<file path="config.mk">
export PLATFORM = sky130hd
export DESIGN_NAME = lscf_snap_queue
export DESIGN_NICKNAME = d
export VERILOG_FILES = /design/src/rtl/core/lscf_pkg.sv /design/src/rtl/core/lscf_snap_queue.sv
export SDC_FILE = /design/constraint.sdc
export NUM_CORES = 1
export LEC_CHECK = 0
export BUFFER_PORTS_ARGS = -buffer_cell sky130_fd_sc_hd__buf_2
export CAP_MARGIN = 10
export CORE_ASPECT_RATIO = 1.2
export CORE_MARGIN = 10
export CORE_UTILIZATION = 39
export DETAILED_ROUTE_END_ITERATION = 7
export GPL_TIMING_DRIVEN = 0
export PLACE_DENSITY_LB_ADDON = 0.12
export SYNTH_ARGS = -nofsm -noshare
export SYNTH_HDL_FRONTEND = slang
export SYNTH_SLANG_ARGS = --single-unit
</file>
<file path="constraint.sdc">
create_clock -name clock -period 2.4 [get_ports clock]
set_input_delay 0.24 -clock clock [delete_from_list [all_inputs] [get_ports clock]]
set_output_delay 0.24 -clock clock [all_outputs]
set_load 0.02 [all_outputs]
</file>
<file path="src/rtl/core/lscf_pkg.sv">
`timescale 1ns / 1ps
// ----------------------------------------------------------------------------
// lscf_pkg
// Shared types and constants of the circle fit unit: beat layouts of the point
// and result channels, status codes and output limits.
// ----------------------------------------------------------------------------
package lscf_pkg;

   localparam int COORD_W = 16;
   localparam int CEN_W = 20;
   localparam int RAD_W = 19;
   localparam int STAT_W = 2;
   localparam int MIN_POINTS = 3;

   localparam logic [STAT_W-1:0] STAT_OK = 2'd0;
   localparam logic [STAT_W-1:0] STAT_FEW = 2'd1;
   localparam logic [STAT_W-1:0] STAT_SINGULAR = 2'd2;
   localparam logic [STAT_W-1:0] STAT_DROPPED = 2'd3;

   localparam logic signed [CEN_W-1:0] CEN_MAX = {1'b0, {(CEN_W-1){1'b1}}};
   localparam logic signed [CEN_W-1:0] CEN_MIN = {1'b1, {(CEN_W-1){1'b0}}};
   localparam logic [RAD_W-1:0] RAD_MAX = {RAD_W{1'b1}};

   typedef struct packed {
      logic [COORD_W-1:0] point_x;
      logic [COORD_W-1:0] point_y;
      logic               end_of_set;
   } req_type;

   typedef struct packed {
      logic signed [CEN_W-1:0] center_x;
      logic signed [CEN_W-1:0] center_y;
      logic [RAD_W-1:0]        radius;
      logic [STAT_W-1:0]       fit_status;
   } rsp_type;

endpackage

</file>
<file path="src/rtl/core/lscf_snap_queue.sv">
`timescale 1ns / 1ps
// ----------------------------------------------------------------------------
// lscf_snap_queue
// Two-entry queue of closed point sets between the accumulator and the
// solver.
// ----------------------------------------------------------------------------
module lscf_snap_queue
   import lscf_pkg::*;
#(
   parameter int W = 8
) (
   input  logic         clock,
   input  logic         reset,
   input  logic         wr_valid,
   output logic         wr_ready,
   input  logic [W-1:0] wr_data,
   output logic         rd_valid,
   input  logic         rd_ready,
   output logic [W-1:0] rd_data
);

   logic [W-1:0] mem_ff [2];
   logic wr_ptr_ff, wr_ptr_in, rd_ptr_ff, rd_ptr_in;
   logic [1:0] count_ff, count_in;
   logic do_wr, do_rd;

   assign wr_ready = count_ff != 2'd2;
   assign rd_valid = count_ff != 2'd0;
   assign rd_data = mem_ff[rd_ptr_ff];
   assign do_wr = wr_valid && wr_ready;
   assign do_rd = rd_valid && rd_ready;

   always_comb begin
      wr_ptr_in = do_wr ? !wr_ptr_ff : wr_ptr_ff;
      rd_ptr_in = do_rd ? !rd_ptr_ff : rd_ptr_ff;
      count_in = count_ff + 2'(do_wr) - 2'(do_rd);
   end

   always_ff @(posedge clock) begin
      if (reset) begin
         wr_ptr_ff <= 1'b0;
         rd_ptr_ff <= 1'b0;
         count_ff <= 2'd0;
      end else begin
         wr_ptr_ff <= wr_ptr_in;
         rd_ptr_ff <= rd_ptr_in;
         count_ff <= count_in;
      end
   end

   always_ff @(posedge clock) begin
      if (do_wr) begin
         mem_ff[wr_ptr_ff] <= wr_data;
      end
   end

endmodule

</file>
==> out/results.tsv <==
stage	metric	value	unit
status	outcome	finished, final reports clean	
global_routing	grt_pass1_wl	2.27	mm
route	drc	0	
sta	whs	0.136	ns
floorplan	core	2050	µm²
clocking	cts_made_buffers	3	
worst_setup_path	r2r-start	count_ff[1]	
place	dp_hpwl	1.02	mm
finish	mostFrequentLayoutCells	buf_2 (22), edfxtp_1 (16), mux2_2 (8)	
place	post-place-ws	0.946	ns
yosys	synth_top_area_share	57.7	%
sta	maxSlewViolCount	0	
clocking	cts_setup_buffers	0	
yosys	ys_top_cells_by_area	edfxtp_1 (58%), dfxtp_1 (12%), mux2_2 (11%), nor2_1 (1.8%), and3_1 (1.5%)	
pwr	internal_power	0.627	mW
worst_setup_path	required	2.16	ns
global_routing	track_usage	6.45	%
min_path	hold_path_end	mem_ff[0][1]	
route	met2_length	681	µm
pwr	pwr-share-comb	29.9	%
pwr	switching_share	29.3	%
route	routed.top_layer	met4	
route	wl_per_cell	12.3	µm
route	via_per_inst	4.58	
floorplan	fp-row-count	18	
sta	hold_viol	0	
yosys	ys_seq_elements	21	
yosys	yosysSeqAreaShare	69.8	%
yosys	synth.distinct_cells	23	
finish	final_util	48.8	%
sta	setup_viol	0	
sta	period_share	65.3	%
min_path	hold_class	in2reg	
finish	layout.nets	93	
clocking	cts_tree	yes	
pwr	p_leak	0.396	nW
route	drt-pass1-iter-count	2	
worst_setup_path	r2r_slack	0.95	ns
worst_setup_path	crit_fanout	8	
route	wl_met3	109	µm
route	ant_nets	0	
sta	max_freq	0.638	GHz
pwr	vdd_drop_max	562	µV
clocking	clockBufferDepth	2	
worst_setup_path	cp-end-kind	output pin	
finish	final_common_cell	buf_2	
finish	area_growth	20.3	%
flow_run	drv_cap	0	
place	placed_cells	105	
pwr	p_sw	0.260	mW
clocking	cts_sinks	21	
sta	fin_ws	0.833	ns
place	gp_congestion	0.625	
sta	slew_headroom	73.0	%
global_routing	grt-ovfl-total	0	
pwr	powerDensity	886	nW/µm²
sta	tightest_slew	0.406	ns
clocking	cts_hold_buf	0	
route	via_count	499	
clocking	cts.clk_slew.worst_paths	0.10	ns
min_path	min-delay-start	wr_data[1]	
worst_setup_path	rr_worst_depth	6	
pwr	power_frac_clock	17.6	%
finish	final_cells	109	
yosys	synthesis.area	832	µm²
global_routing	grt_antenna_before_repair	0	
sta	period_needed	1.57	ns
route	wl_met1	538	µm
sta	setup_tns	0	ns
place	port_buffers	21	
worst_setup_path	cp-start-kind	flip-flop	
clocking	htreeDepth	1	
min_path	holdPathStages	1	
sta	timing.clock.skew	0.00295	ns
floorplan	die_width	62.2	µm
yosys	ys_warn_count	0	
finish	num_antenna_cells	0	
floorplan	die_y	70.6	µm
floorplan	ioPinCount	22	
sta	rsz0062_at_grt	no	
yosys	yosys.area.top_type	edfxtp_1	
yosys	syn_avg_cell_area	15.4	µm²
clocking	worstSkewPairLatency	0.28	ns
worst_setup_path	r2r-end	count_ff[1]	
global_routing	grt_pass1_vias	503	
floorplan	die_area	4390	µm²
worst_setup_path	worstPathArrival	1.33	ns
yosys	syn_inst	54	
clocking	post_cts_resized	0	
yosys	synth_nets	67	
route	drt_wl_total	1.34	mm
finish	drive_above_1_share	45.6	%
route	first_iter_violations	10	
floorplan	initial_core_util	40.6	%
global_routing	grt_max_degree	12	
pwr	seq_power_share	52.6	%
clocking	root_buffer	clkbuf_4	
worst_setup_path	crit_type	reg2out	
## cell usage after synthesis
master	instances
edfxtp_1	16
mux2_2	8
dfxtp_1	5
nor2_1	4
and3_1	2
o21ai_0	2
a21bo_2	1
a21oi_1	1
and2b_1	1
buf_2	1
ha_1	1
inv_1	1
nand2b_1	1
nand3_1	1
nand3b_1	1
nor2b_1	1
nor3_1	1
nor4_1	1
nor4bb_1	1
o21ba_2	1
o31a_1	1
or2_2	1
xor2_1	1
## flip-flops by register name, indices dropped and copies added (netlist names), named ones only
register,cells
wr_ptr_ff,1
rd_ptr_ff,1
mem_ff,16
count_ff,2
## metrics by stage
step	instance area, µm²	power (mW)
6_report	1000	0.887
5_1_grt	1000	0.952
4_1_cts	1000	0.900
3_5_place_dp	975	0.744
3_3_place_gp	975	0.743
2_1_floorplan	832	0.665
## power by group through the flow
| stage | Clock, mW | Sequential, mW | Combinational, mW |
|---|---|---|---|
| global placement | 0 | 0.474 | 0.269 |
| CTS | 0.162 | 0.467 | 0.271 |
| detailed placement | 0 | 0.475 | 0.268 |
| global route | 0.182 | 0.474 | 0.296 |
| finish | 0.156 | 0.466 | 0.265 |
| floorplan | 0 | 0.470 | 0.195 |
## final cells by class
| type | count | area (µm²) |
|---|---|---|
| Fill cell | 197 | 1050 |
| Sequential cell | 21 | 581 |
| Multi-Input combinational cell | 31 | 243 |
| Timing Repair Buffer | 21 | 105 |
| Tap cell | 30 | 37.5 |
| Clock buffer | 4 | 26.3 |
| Buffer | 1 | 5.00 |
| Inverter | 1 | 3.75 |
## critical path: stages (launching register included)
cell and delay (ns):
dfxtp_1 0.32, buf_2 0.21, mux2_2 0.36, buf_2 0.16
## worst max path at each step
| stage | depth (start not counted) | start | slack, ns | endpoint |
|---|---|---|---|---|
| final | 3 | flip-flop | 0.83 | rd_data[0] |
| after global routing | 3 | flip-flop | 0.73 | rd_data[2] |
| after CTS | 3 | flip-flop | 0.80 | rd_data[0] |
| after detailed placement | 7 | rd_ready | 0.95 | count_ff[1] |
| after global placement | 6 | count_ff[1] | 0.96 | count_ff[1] |
| after floorplan | 2 | count_ff[0] | 1.05 | mem_ff[1][0] |
## cell families (layout without fill, tap and decap cells)
| family | after synthesis | count (layout) | synth area share [%] |
|---|---|---|---|
| compound gates | 6 | 6 | 5.26 |
| xor+xnor | 1 | 1 | 1.05 |
| fa+ha+maj | 1 | 1 | 1.50 |
| buf+inv | 2 | 27 | 1.05 |
| flops | 21 | 21 | 69.8 |
| mux | 8 | 8 | 10.8 |
| simple gates | 15 | 15 | 10.5 |
## routing by layer
layer / vias to the layer above / global-route usage [%]
li1: 255 / -
met1: 228 / 6.49
met2: 14 / 10.8
met4: 0 / 3.82
met5: - / 0
met3: 2 / 2.83
No activity file was read; power rests on OpenSTA's default activity.
